## config.mk

```make
export PLATFORM = sky130hd
export DESIGN_NAME = sha256_message_digest
export DESIGN_NICKNAME = d
export VERILOG_FILES = /design/src/sha_pkg.sv /design/src/sha256_message_digest.sv /design/src/sha_ram.sv /design/src/sha_sched.sv /design/src/sha_round.sv
export SDC_FILE = /design/constraint.sdc
export NUM_CORES = 2
export LEC_CHECK = 0
export CAP_MARGIN = 20
export CORE_MARGIN = 4
export CORE_UTILIZATION = 50
export DETAILED_ROUTE_END_ITERATION = 7
export DONT_BUFFER_PORTS = 1
export SYNTH_ARGS = -nofsm -noshare
export SYNTH_HDL_FRONTEND = slang
export SYNTH_HIERARCHICAL = 1
export SYNTH_SLANG_ARGS = --single-unit
```

## constraint.sdc

```tcl
create_clock -name clk -period 50.4 [get_ports clk]
set_input_delay 2.52 -clock clk [delete_from_list [all_inputs] [get_ports clk]]
set_output_delay 2.52 -clock clk [all_outputs]
set_load 0.05 [all_outputs]
```

## src/sha_pkg.sv

```systemverilog
// sha_pkg: request and digest payload types, round constants, initial hash values
// and the SHA-256 sigma functions, shared by the sha modules other than sha_ram
// depends on nothing
package sha_pkg;

	typedef struct packed {
		logic [31:0] data_word;
		logic [2:0]  byte_count;
		logic        last;
	} msg_t;

	typedef struct packed {
		logic [31:0] digest_word;
		logic [2:0]  word_index;
		logic        last_word;
	} dig_t;

	typedef logic [7:0][31:0] vars_t;

	localparam logic [5:0] LENGTH_POS = 6'd56;
	localparam logic [5:0] LAST_BYTE  = 6'd63;
	localparam logic [7:0] PAD_MARK   = 8'h80;
	localparam logic [2:0] MAX_COUNT  = 3'd4;

	localparam logic [31:0] INIT_H [8] = '{
		32'h6a09e667, 32'hbb67ae85, 32'h3c6ef372, 32'ha54ff53a,
		32'h510e527f, 32'h9b05688c, 32'h1f83d9ab, 32'h5be0cd19
	};

	localparam logic [31:0] ROUND_K [64] = '{
		32'h428a2f98, 32'h71374491, 32'hb5c0fbcf, 32'he9b5dba5,
		32'h3956c25b, 32'h59f111f1, 32'h923f82a4, 32'hab1c5ed5,
		32'hd807aa98, 32'h12835b01, 32'h243185be, 32'h550c7dc3,
		32'h72be5d74, 32'h80deb1fe, 32'h9bdc06a7, 32'hc19bf174,
		32'he49b69c1, 32'hefbe4786, 32'h0fc19dc6, 32'h240ca1cc,
		32'h2de92c6f, 32'h4a7484aa, 32'h5cb0a9dc, 32'h76f988da,
		32'h983e5152, 32'ha831c66d, 32'hb00327c8, 32'hbf597fc7,
		32'hc6e00bf3, 32'hd5a79147, 32'h06ca6351, 32'h14292967,
		32'h27b70a85, 32'h2e1b2138, 32'h4d2c6dfc, 32'h53380d13,
		32'h650a7354, 32'h766a0abb, 32'h81c2c92e, 32'h92722c85,
		32'ha2bfe8a1, 32'ha81a664b, 32'hc24b8b70, 32'hc76c51a3,
		32'hd192e819, 32'hd6990624, 32'hf40e3585, 32'h106aa070,
		32'h19a4c116, 32'h1e376c08, 32'h2748774c, 32'h34b0bcb5,
		32'h391c0cb3, 32'h4ed8aa4a, 32'h5b9cca4f, 32'h682e6ff3,
		32'h748f82ee, 32'h78a5636f, 32'h84c87814, 32'h8cc70208,
		32'h90befffa, 32'ha4506ceb, 32'hbef9a3f7, 32'hc67178f2
	};

	function automatic logic [31:0] big_s0(input logic [31:0] x);
		return {x[1:0], x[31:2]} ^ {x[12:0], x[31:13]} ^ {x[21:0], x[31:22]};
	endfunction

	function automatic logic [31:0] big_s1(input logic [31:0] x);
		return {x[5:0], x[31:6]} ^ {x[10:0], x[31:11]} ^ {x[24:0], x[31:25]};
	endfunction

	function automatic logic [31:0] small_s0(input logic [31:0] x);
		return {x[6:0], x[31:7]} ^ {x[17:0], x[31:18]} ^ {3'b000, x[31:3]};
	endfunction

	function automatic logic [31:0] small_s1(input logic [31:0] x);
		return {x[16:0], x[31:17]} ^ {x[18:0], x[31:19]} ^ {10'd0, x[31:10]};
	endfunction

endpackage

```

## src/sha256_message_digest.sv

```systemverilog
// sha256_message_digest: SHA-256 over a byte stream given as 32-bit words
// depends on sha_pkg, sha_ram, sha_sched, sha_round
// one request is taken while idle; its bytes enter one per cycle, pausing while a full block is compressed
// a full block is compressed in 64 rounds, each split into phases because of the single read port
// of each schedule RAM copy, and a fold state then adds the result into the hash
// after the last request the padding bytes are pushed one at a time, then 8 digest words go out
// reset is asynchronous: control clears and the hash returns to the initial values
module sha256_message_digest import sha_pkg::*; (
	input  logic clk,
	input  logic arst_n,
	input  logic msg_valid,
	output logic msg_ready,
	input  msg_t msg,
	output logic dig_valid,
	input  logic dig_ready,
	output dig_t dig
);

	typedef enum logic [5:0] {
		ST_IDLE  = 6'b000001,
		ST_BYTES = 6'b000010,
		ST_PAD   = 6'b000100,
		ST_ROUND = 6'b001000,
		ST_FOLD  = 6'b010000,
		ST_OUT   = 6'b100000
	} state_t;

	typedef enum logic [2:0] {
		PD_MARK = 3'b001,
		PD_ZERO = 3'b010,
		PD_LEN  = 3'b100
	} pad_t;

	state_t      st_q, resume_q, gen_st;
	pad_t        pad_q, gen_pad;
	logic [1:0]  ph_q;
	logic [5:0]  rnd_q;
	logic [5:0]  bytes_q;
	logic [31:0] partial_q;
	logic [63:0] bits_q;
	vars_t       hash_q, vars_q, vars_n;
	logic [31:0] word_q;
	logic [2:0]  cnt_q;
	logic        fin_q;
	logic [1:0]  bidx_q;
	logic [2:0]  lidx_q;
	logic [2:0]  oidx_q;
	logic [31:0] w2_q, w15_q, wsch_q;

	logic        push_en;
	logic [7:0]  push_b;
	logic [31:0] word_full;
	logic        we;
	logic [3:0]  waddr, ra0, ra1;
	logic [31:0] wdata, rd0, rd1, wexp;
	logic        late_rnd;
	logic [63:0] len_sh;
	logic [31:0] byte_sh;

	assign late_rnd  = rnd_q[5] | rnd_q[4];
	assign byte_sh   = word_q >> (5'd24 - {bidx_q, 3'b000});
	assign len_sh    = bits_q >> (6'd56 - {lidx_q, 3'b000});
	assign word_full = partial_q | ({24'd0, push_b} << (5'd24 - {bytes_q[1:0], 3'b000}));

	always_comb begin
		push_en = 1'b0;
		push_b  = 8'd0;
		gen_st  = st_q;
		gen_pad = pad_q;
		case (st_q)
			ST_BYTES: begin
				push_en = 1'b1;
				push_b  = byte_sh[7:0];
				gen_pad = PD_MARK;
				if (({1'b0, bidx_q} + 3'd1) < cnt_q) begin
					gen_st = ST_BYTES;
				end else if (fin_q) begin
					gen_st = ST_PAD;
				end else begin
					gen_st = ST_IDLE;
				end
			end
			ST_PAD: begin
				case (pad_q)
					PD_MARK: begin
						push_en = 1'b1;
						push_b  = PAD_MARK;
						gen_pad = PD_ZERO;
					end
					PD_ZERO: begin
						if (bytes_q == LENGTH_POS) begin
							gen_pad = PD_LEN;
						end else begin
							push_en = 1'b1;
						end
					end
					PD_LEN: begin
						push_en = 1'b1;
						push_b  = len_sh[7:0];
						if (lidx_q == 3'd7) begin
							gen_st = ST_OUT;
						end
					end
					default: gen_pad = PD_MARK;
				endcase
			end
			default: ;
		endcase
	end

	// schedule reads: phase 0 fetches t-2 and t-15, phase 1 fetches t-7 and t
	always_comb begin
		if (ph_q == 2'd0) begin
			ra0 = 4'(rnd_q - 6'd2);
			ra1 = 4'(rnd_q - 6'd15);
		end else begin
			ra0 = 4'(rnd_q - 6'd7);
			ra1 = rnd_q[3:0];
		end
	end

	always_comb begin
		if (st_q == ST_ROUND) begin
			we    = (ph_q == 2'd2) && late_rnd;
			waddr = rnd_q[3:0];
			wdata = wexp;
		end else begin
			we    = push_en && (bytes_q[1:0] == 2'd3);
			waddr = bytes_q[5:2];
			wdata = word_full;
		end
	end

	sha_ram #(.WIDTH(32), .DEPTH(16)) u_win0 (
		.clk(clk), .we(we), .waddr(waddr), .wdata(wdata), .raddr(ra0), .rdata(rd0)
	);

	sha_ram #(.WIDTH(32), .DEPTH(16)) u_win1 (
		.clk(clk), .we(we), .waddr(waddr), .wdata(wdata), .raddr(ra1), .rdata(rd1)
	);

	sha_sched u_sched (
		.w2(w2_q), .w7(rd0), .w15(w15_q), .w16(rd1), .w(wexp)
	);

	sha_round u_round (
		.v(vars_q), .k(ROUND_K[rnd_q]), .w(wsch_q), .nv(vars_n)
	);

	assign msg_ready       = (st_q == ST_IDLE);
	assign dig_valid       = (st_q == ST_OUT);
	assign dig.digest_word = hash_q[oidx_q];
	assign dig.word_index  = oidx_q;
	assign dig.last_word   = (oidx_q == 3'd7);

	always_ff @(posedge clk or negedge arst_n) begin
		if (!arst_n) begin
			st_q      <= ST_IDLE;
			resume_q  <= ST_IDLE;
			pad_q     <= PD_MARK;
			ph_q      <= 2'd0;
			rnd_q     <= 6'd0;
			bytes_q   <= 6'd0;
			partial_q <= 32'd0;
			bits_q    <= 64'd0;
			cnt_q     <= 3'd0;
			fin_q     <= 1'b0;
			bidx_q    <= 2'd0;
			lidx_q    <= 3'd0;
			oidx_q    <= 3'd0;
			for (int i = 0; i < 8; i++) begin
				hash_q[i] <= INIT_H[i];
			end
		end else begin
			case (st_q)
				ST_IDLE: begin
					if (msg_valid) begin
						word_q <= msg.data_word;
						cnt_q  <= (msg.byte_count > MAX_COUNT) ? MAX_COUNT : msg.byte_count;
						fin_q  <= msg.last;
						bidx_q <= 2'd0;
						lidx_q <= 3'd0;
						pad_q  <= PD_MARK;
						if (msg.byte_count != 3'd0) begin
							st_q <= ST_BYTES;
						end else if (msg.last) begin
							st_q <= ST_PAD;
						end
					end
				end
				ST_BYTES, ST_PAD: begin
					pad_q <= gen_pad;
					if (push_en) begin
						partial_q <= (bytes_q[1:0] == 2'd3) ? 32'd0 : word_full;
						bytes_q   <= bytes_q + 6'd1;
						if (st_q == ST_BYTES) begin
							bidx_q <= bidx_q + 2'd1;
							bits_q <= bits_q + 64'd8;
						end else if (pad_q == PD_LEN) begin
							lidx_q <= lidx_q + 3'd1;
						end
					end
					if (push_en && (bytes_q == LAST_BYTE)) begin
						st_q     <= ST_ROUND;
						resume_q <= gen_st;
						vars_q   <= hash_q;
						ph_q     <= 2'd0;
						rnd_q    <= 6'd0;
					end else begin
						st_q <= gen_st;
					end
				end
				ST_ROUND: begin
					ph_q <= ph_q + 2'd1;
					if (ph_q == 2'd1) begin
						w2_q  <= rd0;
						w15_q <= rd1;
					end
					if (ph_q == 2'd2) begin
						wsch_q <= late_rnd ? wexp : rd1;
					end
					if (ph_q == 2'd3) begin
						vars_q <= vars_n;
						rnd_q  <= rnd_q + 6'd1;
						if (rnd_q == LAST_BYTE) begin
							st_q <= ST_FOLD;
						end
					end
				end
				ST_FOLD: begin
					for (int i = 0; i < 8; i++) begin
						hash_q[i] <= hash_q[i] + vars_q[i];
					end
					st_q <= resume_q;
				end
				ST_OUT: begin
					if (dig_ready) begin
						oidx_q <= oidx_q + 3'd1;
						if (oidx_q == 3'd7) begin
							for (int i = 0; i < 8; i++) begin
								hash_q[i] <= INIT_H[i];
							end
							bits_q    <= 64'd0;
							partial_q <= 32'd0;
							bytes_q   <= 6'd0;
							st_q      <= ST_IDLE;
						end
					end
				end
				default: st_q <= ST_IDLE;
			endcase
		end
	end

endmodule

```

## src/sha_ram.sv

```systemverilog
// sha_ram: generic single-write, single-read RAM with registered read data
// depends on nothing
module sha_ram #(
	parameter int WIDTH = 32,
	parameter int DEPTH = 16
) (
	input  logic                     clk,
	input  logic                     we,
	input  logic [$clog2(DEPTH)-1:0] waddr,
	input  logic [WIDTH-1:0]         wdata,
	input  logic [$clog2(DEPTH)-1:0] raddr,
	output logic [WIDTH-1:0]         rdata
);

	logic [WIDTH-1:0] mem [DEPTH];

	always_ff @(posedge clk) begin
		if (we) begin
			mem[waddr] <= wdata;
		end
		rdata <= mem[raddr];
	end

endmodule

```

## src/sha_sched.sv

```systemverilog
// sha_sched: message schedule expansion of one word from four window words
// depends on sha_pkg
module sha_sched import sha_pkg::*; (
	input  logic [31:0] w2,
	input  logic [31:0] w7,
	input  logic [31:0] w15,
	input  logic [31:0] w16,
	output logic [31:0] w
);

	assign w = small_s1(w2) + w7 + small_s0(w15) + w16;

endmodule

```

## src/sha_round.sv

```systemverilog
// sha_round: one SHA-256 compression round over the working variables a..h
// depends on sha_pkg
module sha_round import sha_pkg::*; (
	input  vars_t       v,
	input  logic [31:0] k,
	input  logic [31:0] w,
	output vars_t       nv
);

	logic [31:0] t1;
	logic [31:0] t2;

	assign t1 = v[7] + big_s1(v[4]) + ((v[4] & v[5]) ^ (~v[4] & v[6])) + k + w;
	assign t2 = big_s0(v[0]) + ((v[0] & v[1]) ^ (v[0] & v[2]) ^ (v[1] & v[2]));

	always_comb begin
		nv[7] = v[6];
		nv[6] = v[5];
		nv[5] = v[4];
		nv[4] = v[3] + t1;
		nv[3] = v[2];
		nv[2] = v[1];
		nv[1] = v[0];
		nv[0] = t1 + t2;
	end

endmodule

```

==> results.ini <==
[clocking]
ctsHoldBuffers=0
cts_sinks=1862
cts_setup_buffers=0
htreeDepth=4
cts_made_buffers=198
cts_tree=built
clock_path_buffers=3
clkTransAtPathRegs_ns=0.07
clkLatencyLatePin_ns=0.89
root_buffer=clkbuf_16
cts_resized=0

[sta]
fin_crit_sh_pct=20.74
hold_violations=0
tns_ns=0
layout_setup_ws_ns=39.95
tightestPinTransition_ns=1.655
fmax_mhz=95.67
rsz0062_at_grt=false
setup_viol=0
skew_ns=0.1154
slew-limit-headroom_pct=-10.36
min_period_ns=10.45
report.final.slew_viol_count=86

[logic_synthesis]
ys_warn_count=6
synth_enable_flop_cells=1408
yosysTopAreaCell=edfxtp_1
netlist_area_um2=103500
synth_common_cells=1408 x edfxtp_1, 1245 x nand2_1, 523 x a21oi_1
synth.net_count=9348
yosys_register_bits=1862
synth_compound_area_share_pct=11.22
syn_area_per_cell_um2=11.88
synth.yosys.seq_area_share_pct=51.71
yosysMostFrequentCell=edfxtp_1
synth_xor_area_share_pct=5.458
yosys-top-cells-area=edfxtp_1 41%, mux4_2 7.6%, dfrtp_1 6.1%
yosys.area.top_type_share_pct=40.87
syn_inst=8709
synth_fa_ha_area_share_pct=8.688
synth_top_family_by_area=compound AO/OA/AOI/OAI gates
async_flop_share_pct=20.95
synth_cell_types=109
synth_ff_type=edfxtp_1
synthSimpleGateAreaFrac_pct=9.761
synthMuxAreaShare_pct=8.821

[global_route]
grt_pass1_vias=69150
antenna_found_initial=4
grt_max_degree=395
globalRouteOverflowTotal=0
grtUsageTotal_pct=30.36
grt_pass1_wl_mm=481.6

[route]
ant_nets=0
wl_mm=329.6
dr_total_vias=69950
drtIter0Drc=6707
drcViolationCount=0
vias_per_cell=6.156
dr.pass1.iters=6
wl_per_cell_um=29.01

[floorplanning]
die-area_um2=214300
die_h_um=462.9
design.core.area_um2=205200
dieWidth_um=462.9
fp-row-count=166
initial_core_util_pct=50.42
io_pins=78

[critical_path]
reg2reg_depth=36
setup.worst_path.end_class=flip-flop
setup.worst_path.start_class=flip-flop
reg2reg_from=rnd_q[0]
r2r_slack_ns=39.95
worstSetupPathType=flip-flop to flip-flop
r2r-end=vars_q[29]
crit_arrival_ns=11.01
crit_fanout=22
required_ns=50.96
cp_slowest_cell=dfrtp_1
cpPeakStageDelay_ns=0.95

[run_status]
violations=max-slew violations
status=finished with violations

[place]
gp_congestion=0.9627
io_buffers=0
dp_hpwl_mm=226.8
pre_cts_slack_ns=40.19

[min_path]
hold_end=w2_q[31]
hold_depth=0
min_path_type=flip-flop to flip-flop
hold_start=u_win0/rdata[31]

[pwr]
leakage_nw=42.33
powerDensity_nw_per_um2=47.75
vdd_drop_max_v=0.00004351

[cells_and_area]
drive_above_1_share_pct=13.52
area_growth_syn_to_layout_pct=8.562
fin_nets=9134

[run]
drv_cap=0

==> cell usage in the layout, fill, tap and decap left out, drive strengths merged, types with 165 or more instances in the layout <==
cell type  instances
nand3            165
mux4             347
edfxtp          1408
dfrtp            251
nand2           1249
inv              415
a21o             200
ha               404
clkbuf           265
xnor2            409
xor2             233
fa               195
o21ai            460
a21oi            526
nor2             445
==> critical path: cells and delay by family (launching register included) <==
family / cells / cell delay, ns
adder cells (fa/ha/maj): 7 / 3.40
AND/OR/NAND/NOR: 9 / 1.49
flip-flops: 1 / 0.95
AO/OA/AOI/OAI: 13 / 2.80
XOR/XNOR: 2 / 0.25
buffers and inverters: 5 / 1.23
==> sequential cells by signal, summed over array words and instances (netlist names), 6 cells and up <==
signal        flops
st_q              6
u_win0/mem      512
vars_q          256
resume_q          6
wsch_q           32
u_win1/rdata     32
u_win1/mem      512
w15_q            32
bits_q           61
bytes_q           6
partial_q        32
word_q           32
u_win0/rdata     32
hash_q          256
rnd_q             6
w2_q             32
==> logic make-up after synthesis <==
family / Yosys count
buffers and inverters: 980
XOR/XNOR: 643
multiplexers: 468
AND/OR/NAND/NOR: 2326
AO/OA/AOI/OAI: 1828
adder cells (fa/ha/maj): 602
flip-flops: 1862
==> where the power goes <==
| group | internal (W) | total (W) | leakage (nW) | switching (W) |
|---|---|---|---|---|
| Sequential | 0.00184 | 0.00200 | 17.4 | 0.000161 |
| Combinational | 0.000745 | 0.00188 | 21.7 | 0.00113 |
| Clock | 0.000851 | 0.00149 | 3.25 | 0.000637 |
| Total | 0.00343 | 0.00536 | 42.3 | 0.00193 |
==> cell type report <==
type	instances	area (um^2)
Antenna cell	4	10.01
Clock buffer	265	5438
Clock inverter	110	1250
Fill cell	17150	92890
Inverter	414	1562
Multi-Input combinational cell	5867	45980
Sequential cell	1862	53510
Tap cell	2688	3363
Timing Repair Buffer	152	1202
==> layer usage <==
layer,vias up,share of wire (%),global-route usage [%]
li1,31160,-,-
met2,2503,49,50.87
met3,627,5.7,3.791
met5,-,0,0
met4,0,5.4,13.87
met1,35660,40,39.68
==> metrics by stage <==
stage	util (%)	cells	power [W]	hold WS [ns]	cell area, um^2
after floorplan	-	8709	0.003339	0.4082	103500
after global placement	51.44	10980	0.003873	0.4448	105600
after detailed placement	51.46	10980	0.003890	0.4471	105600
after CTS	54.72	11360	0.005386	0.4628	112300
after global routing	54.73	11360	0.005637	0.4661	112300
final	54.73	11360	0.005364	0.4607	112300
==> worst max-delay path by stage <==
| stage | start | endpoint | slack [ns] | depth (start not counted) |
|---|---|---|---|---|
| 2_1_floorplan | arst_n | vars_q[0] | 28.20 | 1 |
| 3_3_place_gp | rnd_q[0] | vars_q[29] | 40.25 | 36 |
| 3_5_place_dp | rnd_q[0] | vars_q[29] | 40.19 | 36 |
| 4_1_cts | rnd_q[0] | vars_q[29] | 40.05 | 36 |
| 5_1_grt | rnd_q[0] | vars_q[30] | 39.40 | 35 |
| 6_report | rnd_q[0] | vars_q[29] | 39.95 | 36 |
Power figures use the tool's default switching activity.
